`src/rtl/bms_pkg.sv`:
```
`default_nettype none

package bms_pkg;

    // APB address: 7 registers, 4 bytes apart
    localparam int unsigned ADDR_W = 5;
    localparam int unsigned DATA_W = 32;

    // Register indexes (paddr[4:2])
    localparam logic [2:0] REG_BEEP_HZ       = 3'd0;
    localparam logic [2:0] REG_ALARM_REPEATS = 3'd1;
    localparam logic [2:0] REG_RING_REPEATS  = 3'd2;
    localparam logic [2:0] REG_RING_NOTE_A   = 3'd3;
    localparam logic [2:0] REG_RING_NOTE_B   = 3'd4;
    localparam logic [2:0] REG_RING_NOTE_C   = 3'd5;
    localparam logic [2:0] REG_RING_NOTE_D   = 3'd6;

    // Register reset values
    localparam logic [15:0] RST_BEEP_HZ       = 16'd4000;
    localparam logic [7:0]  RST_ALARM_REPEATS = 8'd5;
    localparam logic [7:0]  RST_RING_REPEATS  = 8'd50;
    localparam logic [15:0] RST_RING_NOTE_A   = 16'd2093;
    localparam logic [15:0] RST_RING_NOTE_B   = 16'd2349;
    localparam logic [15:0] RST_RING_NOTE_C   = 16'd2637;
    localparam logic [15:0] RST_RING_NOTE_D   = 16'd2794;

    // Note durations in ms
    localparam logic [9:0] DUR_RING_LONG  = 10'd30;
    localparam logic [9:0] DUR_RING_SHORT = 10'd10;
    localparam logic [9:0] DUR_BEEP       = 10'd40;
    localparam logic [9:0] DUR_PAT0_GAP   = 10'd840;
    localparam logic [9:0] DUR_PAT1_GAP   = 10'd720;

    typedef struct packed {
        logic [31:0] now_ms;
        logic        bell_button;
        logic        bell_request;
        logic        alarm_request;
    } t_in_beat;

    typedef struct packed {
        logic        tone_on;
        logic [15:0] tone_hz;
        logic        tone_changed;
    } t_out_beat;

    typedef struct packed {
        logic [15:0]      beep_hz;
        logic [7:0]       alarm_repeats;
        logic [7:0]       ring_repeats;
        logic [3:0][15:0] ring_note;
    } t_cfg;

    function automatic logic [9:0] ring_dur(input logic [1:0] idx);
        return idx[0] ? DUR_RING_SHORT : DUR_RING_LONG;
    endfunction

    function automatic logic [9:0] pat0_dur(input logic [1:0] idx);
        return (idx == 2'd3) ? DUR_PAT0_GAP : DUR_BEEP;
    endfunction

    function automatic logic [9:0] pat1_dur(input logic [2:0] idx);
        return (idx == 3'd7) ? DUR_PAT1_GAP : DUR_BEEP;
    endfunction

endpackage

`default_nettype wire

```
`src/rtl/bms_cfg_regs.sv`:
```
`default_nettype none

module bms_cfg_regs (
    input  wire logic                        i_clk,
    input  wire logic                        i_rst_n,
    input  wire logic                        psel,
    input  wire logic                        penable,
    input  wire logic                        pwrite,
    input  wire logic [bms_pkg::ADDR_W-1:0]  paddr,
    input  wire logic [bms_pkg::DATA_W-1:0]  pwdata,
    output logic      [bms_pkg::DATA_W-1:0]  prdata,
    output logic                             pready,
    output bms_pkg::t_cfg                    o_cfg
);
    import bms_pkg::*;

    t_cfg       r_cfg;
    logic       wr_en;
    logic [2:0] reg_idx;

    assign pready  = 1'b1;
    assign wr_en   = psel && penable && pwrite;
    assign reg_idx = paddr[4:2];
    assign o_cfg   = r_cfg;

    always_ff @(posedge i_clk) begin
        if (!i_rst_n) begin
            r_cfg.beep_hz       <= RST_BEEP_HZ;
            r_cfg.alarm_repeats <= RST_ALARM_REPEATS;
            r_cfg.ring_repeats  <= RST_RING_REPEATS;
            r_cfg.ring_note[0]  <= RST_RING_NOTE_A;
            r_cfg.ring_note[1]  <= RST_RING_NOTE_B;
            r_cfg.ring_note[2]  <= RST_RING_NOTE_C;
            r_cfg.ring_note[3]  <= RST_RING_NOTE_D;
        end else if (wr_en) begin
            case (reg_idx)
                REG_BEEP_HZ:       r_cfg.beep_hz       <= pwdata[15:0];
                REG_ALARM_REPEATS: r_cfg.alarm_repeats <= pwdata[7:0];
                REG_RING_REPEATS:  r_cfg.ring_repeats  <= pwdata[7:0];
                REG_RING_NOTE_A:   r_cfg.ring_note[0]  <= pwdata[15:0];
                REG_RING_NOTE_B:   r_cfg.ring_note[1]  <= pwdata[15:0];
                REG_RING_NOTE_C:   r_cfg.ring_note[2]  <= pwdata[15:0];
                REG_RING_NOTE_D:   r_cfg.ring_note[3]  <= pwdata[15:0];
                default: ;
            endcase
        end
    end

    always_comb begin
        case (reg_idx)
            REG_BEEP_HZ:       prdata = {16'd0, r_cfg.beep_hz};
            REG_ALARM_REPEATS: prdata = {24'd0, r_cfg.alarm_repeats};
            REG_RING_REPEATS:  prdata = {24'd0, r_cfg.ring_repeats};
            REG_RING_NOTE_A:   prdata = {16'd0, r_cfg.ring_note[0]};
            REG_RING_NOTE_B:   prdata = {16'd0, r_cfg.ring_note[1]};
            REG_RING_NOTE_C:   prdata = {16'd0, r_cfg.ring_note[2]};
            REG_RING_NOTE_D:   prdata = {16'd0, r_cfg.ring_note[3]};
            default:           prdata = '0;
        endcase
    end

endmodule

`default_nettype wire

```
`src/rtl/bms_step.sv`:
```
`default_nettype none

module bms_step (
    input  wire logic              i_clk,
    input  wire logic              i_rst_n,
    input  wire logic              i_accept,
    input  wire bms_pkg::t_in_beat i_in_beat,
    input  wire bms_pkg::t_cfg     i_cfg,
    output bms_pkg::t_out_beat     o_result
);
    import bms_pkg::*;

    logic        r_bell_active, n_bell_active;
    logic        r_alarm_active, n_alarm_active;
    logic [31:0] r_note_start, n_note_start;
    logic [2:0]  r_note_index, n_note_index;
    logic [1:0]  r_pattern_index, n_pattern_index;
    logic [7:0]  r_repeat_count, n_repeat_count;
    logic        r_last_on, n_last_on;
    logic [15:0] r_last_hz, n_last_hz;

    logic        bell, alarm, start;
    logic [31:0] ns_eff, elapsed;
    logic [2:0]  ni_eff;
    logic [1:0]  pi_eff;
    logic [7:0]  rc_eff, rc_inc;
    logic        exhausted, advance, last_note;
    logic [9:0]  dur;
    logic        on;
    logic [15:0] hz;

    assign bell   = i_in_beat.bell_button | i_in_beat.bell_request;
    assign alarm  = i_in_beat.alarm_request;
    // a mode entered from its cleared flag starts over at this tick's time
    assign start  = alarm ? !r_alarm_active : (bell && !r_bell_active);
    assign ns_eff = start ? i_in_beat.now_ms : r_note_start;
    assign ni_eff = start ? 3'd0 : r_note_index;
    assign pi_eff = start ? 2'd0 : r_pattern_index;
    assign rc_eff = start ? 8'd0 : r_repeat_count;
    assign rc_inc = rc_eff + 8'd1;
    assign elapsed = i_in_beat.now_ms - ns_eff;   // wraps mod 2^32
    assign advance = elapsed > {22'd0, dur};

    always_comb begin
        if (alarm) begin
            exhausted = pi_eff[1] || (rc_eff >= i_cfg.alarm_repeats)
                        || ((pi_eff == 2'd0) && ni_eff[2]);
            dur       = (pi_eff == 2'd0) ? pat0_dur(ni_eff[1:0]) : pat1_dur(ni_eff);
            last_note = (pi_eff == 2'd0) ? (ni_eff == 3'd3) : (ni_eff == 3'd7);
        end else begin
            exhausted = ni_eff[2] || (rc_eff >= i_cfg.ring_repeats);
            dur       = ring_dur(ni_eff[1:0]);
            last_note = (ni_eff[1:0] == 2'd3);
        end
    end

    always_comb begin
        n_bell_active   = r_bell_active;
        n_alarm_active  = r_alarm_active;
        n_note_start    = ns_eff;
        n_note_index    = ni_eff;
        n_pattern_index = pi_eff;
        n_repeat_count  = rc_eff;
        on              = 1'b0;
        hz              = 16'd0;

        if (alarm) begin
            n_alarm_active = 1'b1;
            on = 1'b1;
            if (!exhausted && advance) begin
                n_note_start = i_in_beat.now_ms;
                if (last_note) begin
                    // pass done; move to next pattern when count reached
                    n_note_index = 3'd0;
                    if (rc_inc >= i_cfg.alarm_repeats) begin
                        n_pattern_index = pi_eff + 2'd1;
                        n_repeat_count  = 8'd0;
                    end else begin
                        n_repeat_count = rc_inc;
                    end
                end else begin
                    n_note_index = ni_eff + 3'd1;
                    on = ni_eff[0];   // odd slots are gaps
                end
            end else if (!exhausted) begin
                on = !ni_eff[0];
            end
            hz = on ? i_cfg.beep_hz : 16'd0;
        end else if (bell) begin
            n_bell_active = 1'b1;
            if (!exhausted) begin
                on = 1'b1;
                if (advance) begin
                    n_note_start = i_in_beat.now_ms;
                    if (last_note) begin
                        n_note_index   = 3'd0;
                        n_repeat_count = rc_inc;
                        on = !(rc_inc >= i_cfg.ring_repeats);
                    end else begin
                        n_note_index = ni_eff + 3'd1;
                    end
                end
            end
            hz = on ? i_cfg.ring_note[n_note_index[1:0]] : 16'd0;
        end else begin
            n_bell_active  = 1'b0;
            n_alarm_active = 1'b0;
        end

        n_last_on = on;
        n_last_hz = hz;
    end

    assign o_result.tone_on      = on;
    assign o_result.tone_hz      = hz;
    assign o_result.tone_changed = (on != r_last_on) || (hz != r_last_hz);

    always_ff @(posedge i_clk) begin
        if (!i_rst_n) begin
            r_bell_active   <= 1'b0;
            r_alarm_active  <= 1'b0;
            r_note_start    <= 32'd0;
            r_note_index    <= 3'd0;
            r_pattern_index <= 2'd0;
            r_repeat_count  <= 8'd0;
            r_last_on       <= 1'b0;
            r_last_hz       <= 16'd0;
        end else if (i_accept) begin
            r_bell_active   <= n_bell_active;
            r_alarm_active  <= n_alarm_active;
            r_note_start    <= n_note_start;
            r_note_index    <= n_note_index;
            r_pattern_index <= n_pattern_index;
            r_repeat_count  <= n_repeat_count;
            r_last_on       <= n_last_on;
            r_last_hz       <= n_last_hz;
        end
    end

endmodule

`default_nettype wire

```
`src/rtl/bms_out_buf.sv`:
```
`default_nettype none

module bms_out_buf (
    input  wire logic               i_clk,
    input  wire logic               i_rst_n,
    input  wire logic               i_push,
    input  wire bms_pkg::t_out_beat i_beat,
    output logic                    o_not_full,
    output logic                    o_valid,
    input  wire logic               i_ready,
    output bms_pkg::t_out_beat      o_beat
);
    import bms_pkg::*;

    t_out_beat  r_slot [2];
    logic       r_wptr, r_rptr;
    logic [1:0] r_count, n_count;
    logic       pop;

    assign o_valid    = (r_count != 2'd0);
    assign o_not_full = (r_count != 2'd2);
    assign o_beat     = r_slot[r_rptr];
    assign pop        = o_valid && i_ready;

    always_comb begin
        n_count = r_count;
        if (i_push && !pop) begin
            n_count = r_count + 2'd1;
        end else if (pop && !i_push) begin
            n_count = r_count - 2'd1;
        end
    end

    always_ff @(posedge i_clk) begin
        if (i_push) begin
            r_slot[r_wptr] <= i_beat;
        end
    end

    always_ff @(posedge i_clk) begin
        if (!i_rst_n) begin
            r_wptr  <= 1'b0;
            r_rptr  <= 1'b0;
            r_count <= 2'd0;
        end else begin
            r_count <= n_count;
            if (i_push) begin
                r_wptr <= !r_wptr;
            end
            if (pop) begin
                r_rptr <= !r_rptr;
            end
        end
    end

endmodule

`default_nettype wire

```
`src/rtl/buzzer_melody_sequencer_core.sv`:
```
`default_nettype none

// Buzzer melody sequencer.
// Input channel (i_in_valid / o_in_ready / i_in_beat): one beat per timer tick,
// carrying now_ms and the bell button, bell request and alarm request flags.
// Output channel (o_out_valid / i_out_ready / o_out_beat): one beat per input
// beat, giving tone_on, tone_hz and tone_changed, in input order.
// Each result goes into a two-entry result buffer as its input beat is accepted.
// Throughput: one beat per cycle while the buffer has a free slot. The whole
// tick update (elapsed-time compare, note/pattern/repeat advance, tone select)
// is one combinational pass from the sequencer state registers to that buffer.
// Stall: the result buffer holds two beats; input is accepted as long as one
// slot is free, so a single stalled result does not block the next tick.
// Reset (i_rst_n, synchronous, active low): both modes idle, counters clear,
// last tone silent at 0 Hz, result buffer empty, registers to their defaults.
// Config: APB port, registers at 4-byte steps; pready is tied high. Write only
// while no beats are in flight.
module buzzer_melody_sequencer_core (
    input  wire logic                        i_clk,
    input  wire logic                        i_rst_n,
    // tick input
    input  wire logic                        i_in_valid,
    output logic                             o_in_ready,
    input  wire bms_pkg::t_in_beat           i_in_beat,
    // tone output
    output logic                             o_out_valid,
    input  wire logic                        i_out_ready,
    output bms_pkg::t_out_beat               o_out_beat,
    // APB config
    input  wire logic                        psel,
    input  wire logic                        penable,
    input  wire logic                        pwrite,
    input  wire logic [bms_pkg::ADDR_W-1:0]  paddr,
    input  wire logic [bms_pkg::DATA_W-1:0]  pwdata,
    output logic      [bms_pkg::DATA_W-1:0]  prdata,
    output logic                             pready
);
    import bms_pkg::*;

    t_cfg      cfg;
    t_out_beat result;
    logic      buf_not_full;
    logic      accept;

    // space in the result buffer is the only thing gating input
    assign o_in_ready = buf_not_full;
    assign accept     = i_in_valid && buf_not_full;

    bms_cfg_regs u_cfg (
        .i_clk   (i_clk),
        .i_rst_n (i_rst_n),
        .psel    (psel),
        .penable (penable),
        .pwrite  (pwrite),
        .paddr   (paddr),
        .pwdata  (pwdata),
        .prdata  (prdata),
        .pready  (pready),
        .o_cfg   (cfg)
    );

    // sequencer state and per-tick update
    bms_step u_step (
        .i_clk     (i_clk),
        .i_rst_n   (i_rst_n),
        .i_accept  (accept),
        .i_in_beat (i_in_beat),
        .i_cfg     (cfg),
        .o_result  (result)
    );

    // result register with one spare slot
    bms_out_buf u_out (
        .i_clk      (i_clk),
        .i_rst_n    (i_rst_n),
        .i_push     (accept),
        .i_beat     (result),
        .o_not_full (buf_not_full),
        .o_valid    (o_out_valid),
        .i_ready    (i_out_ready),
        .o_beat     (o_out_beat)
    );

endmodule

`default_nettype wire

```
`config.mk`:
```
export PLATFORM = sky130hd
export DESIGN_NAME = buzzer_melody_sequencer_core
export DESIGN_NICKNAME = d
export VERILOG_FILES = /design/src/rtl/bms_pkg.sv /design/src/rtl/bms_cfg_regs.sv /design/src/rtl/bms_step.sv /design/src/rtl/bms_out_buf.sv /design/src/rtl/buzzer_melody_sequencer_core.sv
export SDC_FILE = /design/constraint.sdc
export NUM_CORES = 1
export LEC_CHECK = 0
export BUFFER_PORTS_ARGS = -buffer_cell sky130_fd_sc_hd__buf_2
export CAP_MARGIN = 10
export CORE_MARGIN = 2
export CORE_UTILIZATION = 25
export CTS_CLUSTER_DIAMETER = 50
export CTS_CLUSTER_SIZE = 14
export DETAILED_ROUTE_END_ITERATION = 8
export GPL_ROUTABILITY_DRIVEN = 0
export SYNTH_ARGS = -nofsm -noshare
export SYNTH_HDL_FRONTEND = slang
export SYNTH_HIERARCHICAL = 1
export SYNTH_SLANG_ARGS = --single-unit
```
`constraint.sdc`:
```
create_clock -name i_clk -period 12.8 [get_ports i_clk]
set_input_delay 1.28 -clock i_clk [delete_from_list [all_inputs] [get_ports i_clk]]
set_output_delay 1.28 -clock i_clk [all_outputs]
set_load 0.005 [all_outputs]
```
# --- Word-level counts from Yosys, hierarchy flattened ---
# Memory sizes are Yosys's and may differ from the RTL's. A register that Yosys moved wholly into a read port is not among the register bits.
# Index checks and enable logic that the tools add are counted.
word_totals:
  output_inout_bits: 53
  memories: 1
  ramBits: 36
  ff_bits: 164
  inputBits: 79
  elab_cells: 146
mem_list:
  columns: ["name", "depth", "word_bits", "read_ports", "rd_ports_with_merged_regs", "write_ports", "line", "source"]
  rows:
  - ["u_out.r_slot", 2, 18, 1, 1, 1, "bms_out_buf.sv:15", "t_out_beat r_slot [2];"]
classes:
  add_sub_neg: 6
  n_reduce_logical: 35
  n_eq_ne: 13
  magnitude_cmp: 6
  mux: 65
  bitwise: 2
op_table:
  columns: ["operator", "n"]
  rows:
  - ["32-bit 2-to-1 mux", 6]
  - ["16-bit case mux with 7 select lines", 1]
  - ["16-bit 2-to-1 mux", 5]
  - ["8-bit 2-to-1 mux", 9]
  - ["10-bit 2-to-1 mux", 4]
  - ["16-bit binary-select mux with 2-bit select", 1]
  - ["8-bit >= comparator", 4]
  - ["32-bit by 10-bit > comparator with 1-bit output", 1]
  - ["32-bit subtractor", 1]
  - ["3-bit 2-to-1 mux", 9]
  - ["1-bit 2-to-1 mux", 22]
  - ["2-bit AND reduction", 9]
  - ["16-bit != test", 1]
  - ["2-bit 2-to-1 mux", 7]
  - ["3-bit == test, second input constant", 4]
  - ["3-bit by 2-bit == test with 1-bit output, second input constant", 3]
  - ["1-bit logical AND", 9]
  - ["1-bit logical NOT", 9]
  - ["8-bit by 1-bit adder with 8-bit output, second input constant", 1]
  - ["5-bit 2-to-1 mux", 1]
  - ["2-bit by 1-bit adder with 2-bit output, second input constant", 2]
  - ["1-bit logical OR", 4]
  - ["2-bit != test, second input constant", 2]
  - ["2-bit nonzero test", 2]
  - ["10 further kinds", 10]

# --- Longest topological paths before layout ---
depth:
  depth_word: 20
  mapped_depth: 33
  mapped_depth_nobuf: 28

# --- Modules after synthesis ---
# Netlist, hierarchy kept.
by_module_without_submodules:
  columns: ["module", "instances", "area_each_um2", "seq_area_each_um2", "cells_each"]
  rows:
  - ["bms_step", 1, 8249.2, 1281.2, 1178]
  - ["bms_cfg_regs", 1, 4556.9, 1921.8, 480]
  - ["bms_out_buf", 1, 1516.5, 1181.1, 78]
  - ["buzzer_melody_sequencer_core", 1, 6.3, 0.0, 1]

# --- Least setup slack after synthesis ---
# OpenSTA, ideal clock, no wires.
synth_path:
  path_type: "input-to-reg"
  start: "input port i_in_beat[1] (netlist bit)"
  end: "memory u_out/r_slot[0][0] (netlist bit), data pin"
  cell_stages: 33
  arrival_time_ps: 8278
  path_buffers: 5
  slack_ps: 4244
  t_required_ps: 12522
  setup_time_ps: 278
  cell_sequence: "o21ba_2 > a21oi_1 > buf_2 > clkbuf_1 > clkbuf_1 > nand2_1 > o21ai_0 > ha_1 > inv_1 > ha_1 > nor4_1 > a211oi_1 > a21oi_1 > o221ai_1 > ha_1 > a21o_1 > a21oi_1 > a21oi_1 > o31ai_1 > o2111a_1 > o311ai_0 > nor4_1 > nand4_1 > nor3_2 > mux2_2 > buf_2 > nand2_1 > clkbuf_1 > nor2_1 > a311oi_1 > nand4_1 > or4_1 > or4_1"
synth_lines:
  columns: ["element", "line", "source"]
  rows:
  - ["from (decl)", "buzzer_melody_sequencer_core.sv:24", "input wire bms_pkg::t_in_beat i_in_beat,"]
  - ["to (decl)", "bms_out_buf.sv:15", null]

==> results.ini <==
[clocking]
cts_sinks=201
clk_latency_ns=0.59
clk_pin_slew_worst_paths_ns=0.06
clock_path_buffers=3
post-cts-setup-buffers=0
h-tree-depth=1
cts_buffers=26
hold_buffers=0
cts-resized-gates=0
cts_tree=done
cts_root_buf=clkbuf_16

[worst_hold_path]
hold_depth=2
hold_path_class=register to register
min_to=u_step/r_note_start[25]
hp-start=u_step/r_note_start[25]

[critical_path]
crit_fanout=40
r2r_end=u_out/r_slot[0][0]
rr_worst_depth=28
slowest_delay_ns=0.86
crit_arrival_ns=10.47
critPathKind=input port to register
reg2reg_from=u_step/r_bell_active
critPathLaunchType=input port
crit_path_end_kind=register
rrSetupSlack_ns=3.43
slowest_stage=nor3_2
cp.required_ns=13.08

[final_layout]
fin_cells=2553
final_common_cell=nand2_1
drive_gt1_share_pct=12.1
area_delta_synth_final_pct=13.7
num-nets-final=1927
final_cell_mix=249 x nand2_1, 165 x dfxtp_1, 140 x mux2i_1, 124 x a21oi_1, 95 x buf_2
n_antenna_cell=0
final_util_pct=28.8

[power_and_ir_drop]
max-vdd-ir-drop_v=0.000112
p_per_area_nw_per_um2=133
p_leak_nw=6.62
total_power_mw=2.16

[placement]
portBuffers=96
dp_hpwl_um=34200
dpl.cell_count=2506

[routing]
drt-total-wl_um=46300
vias=13582
drt_iter0_drc=1260
ant_nets=0
wl_per_cell_um=18.1
remaining_drc_errors=0
via_per_inst=5.32
drt_pass1_iterations=5

[run]
max_cap_violations=0

[status]
outcome=finished clean

[timing]
setup_violations=0
max_freq_mhz=98.2
grt_setup_unrepaired=false
hold-worst-slack_ns=0.452
tightest_slew_ns=1.19
clock-skew-final_ns=0.0428
slew_violations=0
finalCriticalPeriod_ns=10.19
fin_crit_sh_pct=79.6
setup_tns_ns=0
slew_headroom_pct=20.5
final_hold_viol_count=0

[grt]
grt_pass1_wl_um=72500
grt_pass1_vias=13059
antenna_found_initial=2
grt_overflow=0
grtUsageTotal_pct=15.0
grt_max_degree=85

[die]
chipHeight_um=243
die_w_um=243
rows=87
dieArea_sq_um=59200
core-area_sq_um=56500
initial_utilization_pct=25.4
io_pins=132

[synth]
synth_flop_cell=dfxtp_1
synth_edf_count=36
synth_seq_cells=201
synth_area_per_cell_sq_um=8.25
yosysTopAreaCell=dfxtp_1
synthCells=1737
synth_area_sq_um=14300
synth_top_area_share_pct=23.1
ys_warn_count=6
synth_cell_types=97
ys_top_cells_by_area=dfxtp_1 23%, mux2i_1 9.8%, edfxtp_1 7.5%
ys_seq_area_share_pct=30.6
async_reset_ff_share_pct=0

[flip-flops by register name, indices dropped and copies added (netlist names), 2 cells and up, named ones only]
| signal | count |
|---|---|
| u_cfg/o_cfg | 96 |
| u_out/r_slot | 36 |
| u_step/r_note_start | 32 |
| u_step/r_last_hz | 16 |
| u_step/r_repeat_count | 8 |
| u_step/r_note_index | 3 |
| u_out/r_count | 2 |
| u_step/r_pattern_index | 2 |
[routing by layer]
layer | routed length, um | vias to the layer above | share of wire (%) | global-route usage [%]
met2 | 20900 | 540 | 45 | 24.5
met1 | 20300 | 6523 | 44 | 19.9
li1 | - | 6425 | - | -
met4 | 1120 | 2 | 2.4 | 3.72
met3 | 3930 | 92 | 8.5 | 3.39
met5 | 13 | - | 0.028 | 0
[power breakdown]
part	switching [mW]	internal [mW]	leakage, nW
combinational	0.411	0.246	4.50
clock	0.330	0.442	0.448
sequential	0.0364	0.695	1.68
total	0.778	1.38	6.62
[cell families after synthesis]
group           Yosys count  synth area share, %
compound gates          491                 23.6
xor+xnor                 34                 2.08
fa+ha+maj                72                 6.25
buf+inv                 195                 6.18
flops                   201                 30.6
mux                     169                 12.2
other cells               2               0.0524
simple gates            573                 19.1
[synth_stat cells, types with 8 or more instances]
cell type and n:
a2111oi_0 9, a211oi_1 25, a21boi_0 10, a21o_1 19, a21oi_1 125, a221oi_1 22
a2bb2oi_1 13, a31oi_1 8, and2_1 24, and3_1 12, buf_2 9, buf_4 24
clkbuf_1 71, dfxtp_1 165, edfxtp_1 36, ha_1 70, inv_1 79, mux2_1 11
mux2_2 16, mux2i_1 140, nand2_1 249, nand2b_1 26, nand3_1 54, nand4_1 15
nor2_1 87, nor2b_1 29, nor3_1 24, o211ai_1 43, o21a_1 10, o21ai_0 93
o221a_2 8, o221ai_1 8, or3_1 12, xnor2_1 20, xor2_1 14
[critical path, delay by kind of cell]
family | cells | cell delay (ns)
AND/OR/NAND/NOR | 9 | 3.88
buffers and inverters | 3 | 0.44
AO/OA/AOI/OAI | 13 | 3.13
multiplexers | 2 | 0.83
adder cells (fa/ha/maj) | 3 | 0.88
[how the worst max path moves through the flow]
stage               cells after the start  slack [ns]    startpoint            endpoint
floorplan                              33        4.24  i_in_beat[1]  u_out/r_slot[0][0]
global placement                       30        2.34  i_in_beat[0]  u_out/r_slot[0][0]
detailed placement                     30        2.22  i_in_beat[0]  u_out/r_slot[1][0]
CTS                                    30        2.81  i_in_beat[0]  u_out/r_slot[0][0]
global route                           29        2.18  i_in_beat[0]  u_out/r_slot[0][0]
finish                                 30        2.61  i_in_beat[0]  u_out/r_slot[0][0]
[layout make-up]
type                       count  area, sq um
tap                          756          946
clock inverter                16          238
inverter                      82          308
fill                        5996        40200
clock buffer                  31          691
sequential                   201         4380
timing repair buffer         111          596
multi-input combinational   1356         9130
[stage by stage]
step                      worst slack, ns  area, sq um
after global placement               2.34        15400
after global routing                 2.18        16300
final                                2.61        16300
after floorplan                      4.24        14400
after detailed placement             2.22        15400
after CTS                            2.81        16300
Note: power is estimated with default switching activity, not from simulation.
